[src/assert_macros.svh]
// Assertion macros shared by the RTL of the bounded deque.
// Each macro takes a label, a property body and a message.
`ifndef ASSERT_MACROS_SVH
`define ASSERT_MACROS_SVH

// Checked on every rising aclk edge outside reset.
`define ASSERT_CLK(label, prop, msg) \
    label: assert property (@(posedge aclk) disable iff (!aresetn) (prop)) else $error(msg);

// Implication form, antecedent and consequent given apart.
`define ASSERT_IMPL(label, ante, cons, msg) \
    label: assert property (@(posedge aclk) disable iff (!aresetn) (ante) |-> (cons)) \
        else $error(msg);

// Next-cycle implication form.
`define ASSERT_NEXT(label, ante, cons, msg) \
    label: assert property (@(posedge aclk) disable iff (!aresetn) (ante) |=> (cons)) \
        else $error(msg);

`endif

[src/bdeq_pkg.sv]
`timescale 1ns / 1ps
// Package of the bounded deque: operation and status codes, fixed field widths,
// and the structs passed between the pointer control and the top level. No dependencies.
package bdeq_pkg;

    localparam int DEPTH_DEF      = 16;
    localparam int DATA_WIDTH_DEF = 32;

    localparam int KIND_W   = 3;
    localparam int VALUE_W  = 32;
    localparam int STATUS_W = 2;
    localparam int COUNT_W  = 5;
    localparam int WIDE_W   = 64;

    // tdata of the result: pop_value, status, entry_count, is_empty
    localparam int M_TDATA_W = 40;

    localparam logic [KIND_W-1:0] OP_PUSH_REAR  = 3'd0;
    localparam logic [KIND_W-1:0] OP_POP_FRONT  = 3'd1;
    localparam logic [KIND_W-1:0] OP_PUSH_FRONT = 3'd2;
    localparam logic [KIND_W-1:0] OP_POP_REAR   = 3'd3;
    localparam logic [KIND_W-1:0] OP_CLEAR      = 3'd4;

    typedef enum logic [STATUS_W-1:0] {
        ST_OK    = 2'd0,
        ST_EMPTY = 2'd1,
        ST_FULL  = 2'd2
    } status_t;

    // memory access issued for one word
    typedef struct packed {
        logic we;
        logic re;
    } mem_req_t;

    // result fields known at accept time, waiting for the read data
    typedef struct packed {
        logic                is_pop;
        status_t             status;
        logic [COUNT_W-1:0]  entry_count;
        logic                is_empty;
    } res_info_t;

endpackage

[src/bdeq_ram.sv]
`timescale 1ns / 1ps
// Single-port ring store of the bounded deque, registered read.
// Depends on nothing but its parameters.
module bdeq_ram #(
    parameter int DEPTH      = 16,
    parameter int DATA_WIDTH = 32,
    parameter int AW         = $clog2(DEPTH)
) (
    input  logic                  aclk,
    input  logic                  we,
    input  logic                  re,
    input  logic [AW-1:0]         addr,
    input  logic [DATA_WIDTH-1:0] wdata,
    output logic [DATA_WIDTH-1:0] rdata
);

    logic [DATA_WIDTH-1:0] store_mem [DEPTH];
    logic [DATA_WIDTH-1:0] rdata_reg;

    always_ff @(posedge aclk) begin
        if (we) begin
            store_mem[addr] <= wdata;
        end
    end

    // read data holds until the next read
    always_ff @(posedge aclk) begin
        if (re) begin
            rdata_reg <= store_mem[addr];
        end
    end

    assign rdata = rdata_reg;

endmodule

[src/bdeq_ptr.sv]
`timescale 1ns / 1ps
// Head pointer and occupancy of the bounded deque; decodes each word into a
// store access and the result fields. Depends on bdeq_pkg.
module bdeq_ptr #(
    parameter int DEPTH = 16,
    parameter int AW    = $clog2(DEPTH),
    parameter int CW    = $clog2(DEPTH + 1)
) (
    input  logic                          aclk,
    input  logic                          aresetn,
    input  logic                          accept,
    input  logic [bdeq_pkg::KIND_W-1:0]   kind,
    output bdeq_pkg::mem_req_t            mem_req,
    output logic [AW-1:0]                 mem_addr,
    output bdeq_pkg::res_info_t           info
);

    localparam int SW = CW + 1;

    logic [AW-1:0] head_reg, head_next;
    logic [CW-1:0] occ_reg, occ_next;

    logic [SW-1:0] rear_sum, last_sum, rear_slot, last_slot;
    logic [AW-1:0] head_inc, head_dec;
    logic          full, empty;
    bdeq_pkg::mem_req_t req;
    bdeq_pkg::status_t  status;
    logic          is_pop;

    assign full  = (occ_reg == CW'(DEPTH));
    assign empty = (occ_reg == '0);

    // slot one past the rear, and the rear itself (both below 2*DEPTH)
    assign rear_sum  = SW'(head_reg) + SW'(occ_reg);
    assign last_sum  = rear_sum - 1'b1;
    assign rear_slot = (rear_sum >= SW'(DEPTH)) ? rear_sum - SW'(DEPTH) : rear_sum;
    assign last_slot = (last_sum >= SW'(DEPTH)) ? last_sum - SW'(DEPTH) : last_sum;

    assign head_inc = (head_reg == AW'(DEPTH - 1)) ? '0 : head_reg + 1'b1;
    assign head_dec = (head_reg == '0) ? AW'(DEPTH - 1) : head_reg - 1'b1;

    always_comb begin
        head_next = head_reg;
        occ_next  = occ_reg;
        req       = '0;
        mem_addr  = head_reg;
        status    = bdeq_pkg::ST_OK;
        is_pop    = 1'b0;
        unique case (kind)
            bdeq_pkg::OP_PUSH_REAR: begin
                if (full) begin
                    status = bdeq_pkg::ST_FULL;
                end else begin
                    req.we   = 1'b1;
                    mem_addr = rear_slot[AW-1:0];
                    occ_next = occ_reg + 1'b1;
                end
            end
            bdeq_pkg::OP_PUSH_FRONT: begin
                if (full) begin
                    status = bdeq_pkg::ST_FULL;
                end else begin
                    req.we    = 1'b1;
                    mem_addr  = head_dec;
                    head_next = head_dec;
                    occ_next  = occ_reg + 1'b1;
                end
            end
            bdeq_pkg::OP_POP_FRONT: begin
                if (empty) begin
                    status = bdeq_pkg::ST_EMPTY;
                end else begin
                    req.re    = 1'b1;
                    is_pop    = 1'b1;
                    mem_addr  = head_reg;
                    head_next = head_inc;
                    occ_next  = occ_reg - 1'b1;
                end
            end
            bdeq_pkg::OP_POP_REAR: begin
                if (empty) begin
                    status = bdeq_pkg::ST_EMPTY;
                end else begin
                    req.re   = 1'b1;
                    is_pop   = 1'b1;
                    mem_addr = last_slot[AW-1:0];
                    occ_next = occ_reg - 1'b1;
                end
            end
            bdeq_pkg::OP_CLEAR: begin
                head_next = '0;
                occ_next  = '0;
            end
            default: begin
                // unused codes leave the state alone
            end
        endcase
    end

    assign mem_req.we       = req.we & accept;
    assign mem_req.re       = req.re & accept;
    assign info.is_pop      = is_pop;
    assign info.status      = status;
    assign info.entry_count = bdeq_pkg::COUNT_W'(occ_next);
    assign info.is_empty    = (occ_next == '0);

    always_ff @(posedge aclk) begin
        if (!aresetn) begin
            head_reg <= '0;
            occ_reg  <= '0;
        end else if (accept) begin
            head_reg <= head_next;
            occ_reg  <= occ_next;
        end
    end

endmodule

[src/bounded_double_ended_queue_unit.sv]
`timescale 1ns / 1ps
// Bounded deque unit: an accepted word reaches m_tdata via stage 1 and the output register;
// one word accepted per cycle unless the output stalls, set by the single store port.
// Pointer and occupancy update at accept; the store read lands in the next cycle.
// Reset (aresetn low, synchronous) empties the queue and drops words in flight;
// the store contents are not cleared and no clearing pass is needed.
// Depends on bdeq_pkg, bdeq_ptr, bdeq_ram and assert_macros.svh.
`include "assert_macros.svh"

module bounded_double_ended_queue_unit #(
    parameter int DEPTH      = bdeq_pkg::DEPTH_DEF,
    parameter int DATA_WIDTH = bdeq_pkg::DATA_WIDTH_DEF
) (
    input  logic                            aclk,
    input  logic                            aresetn,

    // request channel
    input  logic                            s_tvalid,
    output logic                            s_tready,
    input  logic [bdeq_pkg::VALUE_W-1:0]    s_tdata,   // [31:0] push_value
    input  logic [bdeq_pkg::KIND_W-1:0]     s_tuser,   // [2:0] kind

    // result channel
    output logic                            m_tvalid,
    input  logic                            m_tready,
    output logic [bdeq_pkg::M_TDATA_W-1:0]  m_tdata    // [31:0] pop_value, [33:32] status,
                                                       // [38:34] entry_count, [39] is_empty
);

    localparam int AW = $clog2(DEPTH);
    localparam int CW = $clog2(DEPTH + 1);

    // ------------------------------------------------------------------
    // Handshake: stage 1 waits on the store read, the output register
    // holds the finished word. Stage 1 drains whenever the output is free.
    // ------------------------------------------------------------------
    logic accept;
    logic out_free;

    logic                s1_valid_reg, s1_valid_next;
    bdeq_pkg::res_info_t s1_info_reg;
    logic                m_valid_reg, m_valid_next;
    logic [bdeq_pkg::M_TDATA_W-1:0] m_data_reg;

    assign out_free = !m_valid_reg || m_tready;
    assign s_tready = !s1_valid_reg || out_free;
    assign accept   = s_tvalid && s_tready;

    // ------------------------------------------------------------------
    // Pointer control and ring store
    // ------------------------------------------------------------------
    bdeq_pkg::mem_req_t  mem_req;
    logic [AW-1:0]       mem_addr;
    bdeq_pkg::res_info_t info;

    logic [bdeq_pkg::WIDE_W-1:0] push_wide;
    logic [bdeq_pkg::WIDE_W-1:0] rd_wide;
    logic [DATA_WIDTH-1:0]       wdata;
    logic [DATA_WIDTH-1:0]       rdata;

    bdeq_ptr #(
        .DEPTH (DEPTH),
        .AW    (AW),
        .CW    (CW)
    ) u_ptr (
        .aclk     (aclk),
        .aresetn  (aresetn),
        .accept   (accept),
        .kind     (s_tuser),
        .mem_req  (mem_req),
        .mem_addr (mem_addr),
        .info     (info)
    );

    // push word is taken modulo 2^DATA_WIDTH; wide stores zero-extend it
    assign push_wide = bdeq_pkg::WIDE_W'(s_tdata);
    assign wdata     = push_wide[DATA_WIDTH-1:0];

    bdeq_ram #(
        .DEPTH      (DEPTH),
        .DATA_WIDTH (DATA_WIDTH),
        .AW         (AW)
    ) u_ram (
        .aclk  (aclk),
        .we    (mem_req.we),
        .re    (mem_req.re),
        .addr  (mem_addr),
        .wdata (wdata),
        .rdata (rdata)
    );

    assign rd_wide = bdeq_pkg::WIDE_W'(rdata);

    // ------------------------------------------------------------------
    // Stage 1: result fields wait here for the read data
    // ------------------------------------------------------------------
    always_comb begin
        priority if (accept) begin
            s1_valid_next = 1'b1;
        end else if (out_free) begin
            s1_valid_next = 1'b0;
        end else begin
            s1_valid_next = s1_valid_reg;
        end
    end

    always_ff @(posedge aclk) begin
        if (!aresetn) begin
            s1_valid_reg <= 1'b0;
        end else begin
            s1_valid_reg <= s1_valid_next;
        end
    end

    always_ff @(posedge aclk) begin
        if (accept) begin
            s1_info_reg <= info;
        end
    end

    // ------------------------------------------------------------------
    // Output register; the store read data stays put while stage 1 waits
    // ------------------------------------------------------------------
    always_comb begin
        priority if (s1_valid_reg && out_free) begin
            m_valid_next = 1'b1;
        end else if (m_tready) begin
            m_valid_next = 1'b0;
        end else begin
            m_valid_next = m_valid_reg;
        end
    end

    always_ff @(posedge aclk) begin
        if (!aresetn) begin
            m_valid_reg <= 1'b0;
        end else begin
            m_valid_reg <= m_valid_next;
        end
    end

    always_ff @(posedge aclk) begin
        if (s1_valid_reg && out_free) begin
            m_data_reg <= {s1_info_reg.is_empty,
                           s1_info_reg.entry_count,
                           s1_info_reg.status,
                           s1_info_reg.is_pop ? rd_wide[bdeq_pkg::VALUE_W-1:0]
                                              : {bdeq_pkg::VALUE_W{1'b0}}};
        end
    end

    assign m_tvalid = m_valid_reg;
    assign m_tdata  = m_data_reg;

    // ------------------------------------------------------------------
    // Assertions
    // ------------------------------------------------------------------
    // a full pipeline with a stalled output must refuse new words
    `ASSERT_IMPL(a_stall_blocks_input, s1_valid_reg && m_valid_reg && !m_tready, !s_tready,
                 "input taken while both stages are stalled")

    // the output only fills from stage 1
    `ASSERT_NEXT(a_no_phantom_result, !s1_valid_reg && !m_valid_reg, !m_valid_reg,
                 "result word appeared with nothing in flight")

    // an error never carries read data
    `ASSERT_IMPL(a_error_no_pop, s1_valid_reg && (s1_info_reg.status != bdeq_pkg::ST_OK),
                 !s1_info_reg.is_pop, "error status flagged as pop")

endmodule
[config.mk]
export PLATFORM = sky130hd
export DESIGN_NAME = bounded_double_ended_queue_unit
export DESIGN_NICKNAME = d
export VERILOG_FILES = /design/src/bdeq_pkg.sv /design/src/bdeq_ram.sv /design/src/bdeq_ptr.sv /design/src/bounded_double_ended_queue_unit.sv
export VERILOG_INCLUDE_DIRS = /design/src /design/src/src
export SDC_FILE = /design/constraint.sdc
export NUM_CORES = 1
export LEC_CHECK = 0
export ABC_AREA = 0
export BUFFER_PORTS_ARGS = -buffer_cell sky130_fd_sc_hd__clkbuf_2
export CORE_ASPECT_RATIO = 0.7
export CORE_UTILIZATION = 40
export DETAILED_ROUTE_END_ITERATION = 10
export PLACE_DENSITY = 0.57
export REMOVE_ABC_BUFFERS = 1
export SETUP_SLACK_MARGIN = 0.05
export SYNTH_ARGS = -nofsm -noshare
export SYNTH_HDL_FRONTEND = slang
export SYNTH_HIERARCHICAL = 1
export SYNTH_SLANG_ARGS = --single-unit
export TNS_END_PERCENT = 5
[constraint.sdc]
create_clock -name aclk -period 5 [get_ports aclk]
set_clock_uncertainty 0.15 [all_clocks]
set_input_delay 0.25 -clock aclk [delete_from_list [all_inputs] [get_ports aclk]]
set_output_delay 0.25 -clock aclk [all_outputs]
set_load 0.02 [all_outputs]
Word-level counts from Yosys, hierarchy flattened. Memories as Yosys holds them, arrays and structs flattened. A register that Yosys moved wholly into a read port is not among the register bits. Index checks and enable logic that the tools add are counted.

Add/subtract/negate cells: 8. $lt $le $gt $ge: 2. Equality and inequality tests: 7. Multiplexer cells: 26. Bitwise gates (word level): 2. Reduce and logical (&&, ||, !) cells: 16.

Operators with widths (count): 4-bit two-way mux (8); 4-bit case mux with 3 select lines (2); 5-bit case mux with 3 select lines (1); 6-bit by 5-bit >= comparator with 1-bit output (second input constant) (2); 4-bit by 1-bit subtractor with 4-bit output (second input constant) (3); 1-bit two-way mux (11); 5-bit logical NOT (2); 5-bit two-way mux (2); 4-bit by 5-bit adder with 6-bit output (1); 3-bit by 2-bit == test with 1-bit output (second input constant) (2); 6-bit by 1-bit subtractor with 6-bit output (second input constant) (1); 5-bit by 1-bit adder with 5-bit output (second input constant) (1); 5-bit == test (second input constant) (1); 5-bit by 1-bit subtractor with 5-bit output (second input constant) (1); 4-bit by 1-bit adder with 4-bit output (second input constant) (1); 4-bit == test (second input constant) (1); 4-bit logical NOT (1); 2-bit case mux with 2 select lines (1); 2-bit nonzero test (2); 2-bit OR reduction (2); 3-bit by 1-bit == test with 1-bit output (second input constant) (1); 3-bit == test (second input constant) (1); 3-bit logical NOT (1); 3-bit AND reduction (1); other kinds (7) (11).

Flip-flop bits (word level): 60. Memory bits (writable): 512. Output and inout port bits: 42. Word-level logic and storage cells: 72. Memories kept: 1.

Memory list: u_ram.store_mem (words 16, bits a word 32, rd ports 1, clocked after memory_dff 1, wr ports 1, line bdeq_ram.sv:17) `logic [DATA_WIDTH-1:0] store_mem [DEPTH];`.

Depth between registers and ports, before layout.
Word-level depth: 7. Gate-level depth with buffers: 13. Gate-level depth less buffers: 11.

By module. Netlist, hierarchy kept.

Modules (own cells, without submodules): bdeq_ram (times used 1, cells each 840, area each 20183.1 µm², seq. area each 16335.7 µm²); bounded_double_ended_queue_unit (times used 1, cells each 93, area each 1830.5 µm², seq. area each 1511.4 µm²); bdeq_ptr (times used 1, cells each 188, area each 1350.0 µm², seq. area each 180.2 µm²).

Worst setup path after synthesis. No wires, ideal clock.

Kind: register to register. Start point: register u_ptr.head_reg[0]. End point: memory u_ram.store_mem[0][0], enable pin. Arrival time: 4933 ps. Required time: 4389 ps. Path slack: -544 ps. Cell stages (with the launch flop): 11. Period minus slack after synthesis: 5544 ps. Cells stage by stage: dfxtp_1 -> ha_1 -> inv_1 -> fa_1 -> xnor2_1 -> nor3b_1 -> xnor3_1 -> o2bb2ai_1 -> a211o_1 -> or3b_2 -> nor3_1.

Longest elaborated chain between the ends: 6.

Ends and longest elaborated chain: from (decl) (line bdeq_ptr.sv:20) `logic [AW-1:0] head_reg, head_next;`; from (signal assigned) (line bdeq_ptr.sv:112) `head_reg <= head_next;`; 4-bit by 5-bit adder with 6-bit output (line bdeq_ptr.sv:34) `assign rear_sum = SW'(head_reg) + SW'(occ_reg);`; 6-bit by 1-bit subtractor with 6-bit output (line bdeq_ptr.sv:35) `assign last_sum = rear_sum - 1'b1;`; 6-bit by 5-bit >= comparator with 1-bit output or 4-bit by 1-bit subtractor with 4-bit output (tied branches) (line bdeq_ptr.sv:37) `assign last_slot = (last_sum >= SW'(DEPTH)) ? last_sum - SW'(DEPTH) : last_sum;`; 4-bit two-way mux (line bdeq_ptr.sv:37); 4-bit two-way mux (line bdeq_ptr.sv:81) `if (empty) begin`; 4-bit case mux with 3 select lines (*) (line bdeq_ptr.sv:49) `unique case (kind)`; via mem_addr[3] (line bounded_double_ended_queue_unit.sv:53) `logic [AW-1:0] mem_addr;`; to (decl) (line bdeq_ram.sv:17).

The timed path passes the listed nets; every way through them passes the cells marked *.

Worst setup path after layout.
Start point: register u_ptr.head_reg[0]. End point: memory u_ram.store_mem[1][2], enable pin.

The elaborated chain is that of the path after synthesis.

==> results.py <==
metrics = {
    "die": {
        "die_x_um": 291,
        "rows": 73,
        "die_area_um2": 59400,
        "core_um2": 57300,
        "initial_core_util": 0.408,
        "pin_count": 81,
        "die_h_um": 204,
    },
    "synth": {
        "synth_cell_type_count": 69,
        "synth_top_area_frac": 0.762,
        "ys_warn_count": 6,
        "synth_area_leaders": "edfxtp_1, mux4_2, a22oi_1",
        "ys.flop_type": "edfxtp_1",
        "ys_seq_area_frac": 0.772,
        "avgSynthCellArea_um2": 20.8,
        "synth-edff-count": 593,
        "ys_async_sr_fraction": 0,
        "syn-cell-area_um2": 23400,
        "synth_cells": 1121,
        "yosys.area.top_type": "edfxtp_1",
        "ys_seq_elements": 604,
    },
    "placement": {
        "portBuffers": 80,
        "hpwl_um": 30600,
        "place_area_um2": 25000,
        "gp_congestion": 0.799,
    },
    "power_and_ir_drop": {
        "irDropWorstVdd_uv": 247,
        "powerDensity_nw_per_um2": 411,
        "leakage_nw": 8.81,
    },
    "drt": {
        "routed-via-count": 11400,
        "dr.pass1.iters": 5,
        "wl_per_cell_um": 24.6,
        "postRouteAntennaNets": 0,
        "drc": 0,
        "wl_um": 50900,
        "vias_per_cell": 5.49,
        "drtIter0Drc": 925,
    },
    "timing": {
        "hold_viol_final": 0,
        "tightestPinTransition_ns": 1.12,
        "slew_headroom": 0.254,
        "fmax_ghz": 0.237,
        "timing.final.crit_share": 0.844,
        "finalMaxSlewViolations": 0,
        "finalSetupViolCount": 0,
        "tns_ns": 0,
        "grt_setup_unrepaired": "false",
        "fin_crit_ns": 4.22,
        "holdWs_ns": 0.0141,
    },
    "global_routing": {
        "antenna_found_initial": 2,
        "gr-usage-all-layers": 0.174,
        "grt_pass1_wl_um": 76600,
        "grt_overflow": 0,
        "grt_start_max_net_pins": 67,
        "grt_pass1_vias": 11600,
    },
    "layout": {
        "largest_register_ffs": 512,
        "final_common_cell": "edfxtp_1",
        "layout.nets": 1325,
        "final_area_um2": 27300,
        "final_util": 0.476,
        "diodes": 0,
        "syn_to_final_growth_pct": 16.8,
        "drive_gt1_frac": 0.301,
        "layout_common_cells": "edfxtp_1, mux4_2, clkbuf_2",
    },
    "clock_network": {
        "htreeDepth": 2,
        "cts_tree": "yes",
        "cts_setup_buffers": 0,
        "clockBufferDepth": 3,
        "cts_sinks": 604,
        "insertion_delay_ns": 0.63,
        "clk_pin_slew_worst_paths_ns": 0.06,
        "cts_root_buffer": "clkbuf_16",
        "numCtsBuffers": 57,
    },
    "setup_path": {
        "critPathLaunch": "u_ptr/head_reg[0]$_SDFFE_PN0P_",
        "cp-start-kind": "flip-flop",
        "crit_type": "flip-flop to flip-flop",
        "reg2reg_setup_slack_ns": 0.78,
        "endpoint_kind": "flip-flop",
        "rr_worst_depth": 11,
        "critPathMaxFanout": 21,
        "cp.required_ns": 5.17,
        "cp.arrival_ns": 4.39,
        "reg2reg_to": "u_ram/store_mem[1][2]$_DFFE_PP_",
        "regToRegStartpoint": "u_ptr/head_reg[0]$_SDFFE_PN0P_",
    },
    "job": {
        "cap_violations": 0,
    },
    "hold_path": {
        "hold_start": "s_tdata[4]",
        "hold_depth": 1,
        "hp-class": "primary input to flip-flop",
        "hold_end": "u_ram/store_mem[11][4]$_DFFE_PP_",
    },
    "run_status": {
        "status": "finished, final reports clean",
    },
}
## kinds of logic after synthesis
group / after synthesis / share of synthesized area
AO/OA/AOI/OAI: 132 / 0.0414
XOR/XNOR: 7 / 0.00321
adder cells (fa/ha/maj): 10 / 0.00568
buffers and inverters: 75 / 0.0152
flip-flops: 604 / 0.772
multiplexers: 132 / 0.125
AND/OR/NAND/NOR: 161 / 0.0377
## through the flow
| step | power, mW | cells | setup slack, ns |
|---|---|---|---|
| after floorplan | 6.66 | 1061 | -24.19 |
| after global placement | 6.80 | 1933 | 0.814 |
| after detailed placement | 6.81 | 1933 | 0.792 |
| after CTS | 11.3 | 2071 | 0.775 |
| after global routing | 11.6 | 2071 | 0.540 |
| final | 11.2 | 2071 | 0.781 |
## critical path: stages (launching register included)
cell and delay (ns):
dfxtp_1 0.49, ha_1 0.22, inv_1 0.05, fa_1 0.37, xnor2_1 0.19, nor3b_1 0.27, xnor3_1 0.35, o2bb2ai_1 0.13
a211o_1 0.43, or3b_2 0.61, nor2_4 0.40, buf_12 0.24
## cell type report
type | count | area, µm²
inverter | 15 | 56.3
sequential | 604 | 18000
clock inverter | 36 | 467
fill | 4706 | 30000
tap | 750 | 938
clock buffer | 68 | 1470
multi-input combinational | 442 | 5120
timing repair buffer | 156 | 1210
## cells in the mapped netlist (3+ instances only)
library cell  count
inv_1            14
dfxtp_1          11
mux4_2          128
nor2_1           33
a22oi_1          66
a32oi_1           3
nor2b_1           8
and3_1            5
nor3_1            9
buf_2            14
and2_2           32
xnor2_1           4
clkbuf_1         35
and2_1            3
o31ai_1           3
nand2_1          49
nand3_1           5
buf_6             6
ha_1              9
nand2b_1          4
o21ai_0          10
a21oi_1          12
edfxtp_1        593
o21ai_1           3
clkbuf_2          3
## worst max-delay path by stage
| stage | slack, ns | cells after the start | endpoint |
|---|---|---|---|
| finish | 0.78 | 11 | u_ram/store_mem[1][2]$_DFFE_PP_ |
| global route | 0.54 | 10 | u_ram/store_mem[13][21]$_DFFE_PP_ |
| CTS | 0.77 | 11 | u_ram/store_mem[2][6]$_DFFE_PP_ |
| detailed placement | 0.79 | 11 | u_ram/store_mem[2][13]$_DFFE_PP_ |
| global placement | 0.81 | 11 | u_ram/store_mem[3][13]$_DFFE_PP_ |
| floorplan | -24.19 | 7 | u_ram/store_mem[0][0]$_DFFE_PP_ |
## metal layers
layer / wire length, µm / track usage / up-vias
li1: - / - / 4961
met1: 24400 / 0.270 / 6042
met2: 22900 / 0.259 / 300
met3: 2730 / 0.0260 / 60
met4: 785 / 0.0420 / 0
met5: 0 / 0 / -
## repair_timing
item                                    in CTS  in global routing
gates resized for setup                      0                  0
endpoints found under the setup margin       0                  0
hold buffers                                34                  0
endpoints found under the hold margin      491                  0
## power by group
| part | leakage, nW | internal [mW] | switching, mW |
|---|---|---|---|
| Combinational | 2.42 | 0.435 | 0.596 |
| Clock | 0.934 | 2.62 | 1.88 |
| Sequential | 5.46 | 5.65 | 0.0263 |
| Total | 8.81 | 8.71 | 2.50 |
No activity file was read; power rests on OpenSTA's default activity.
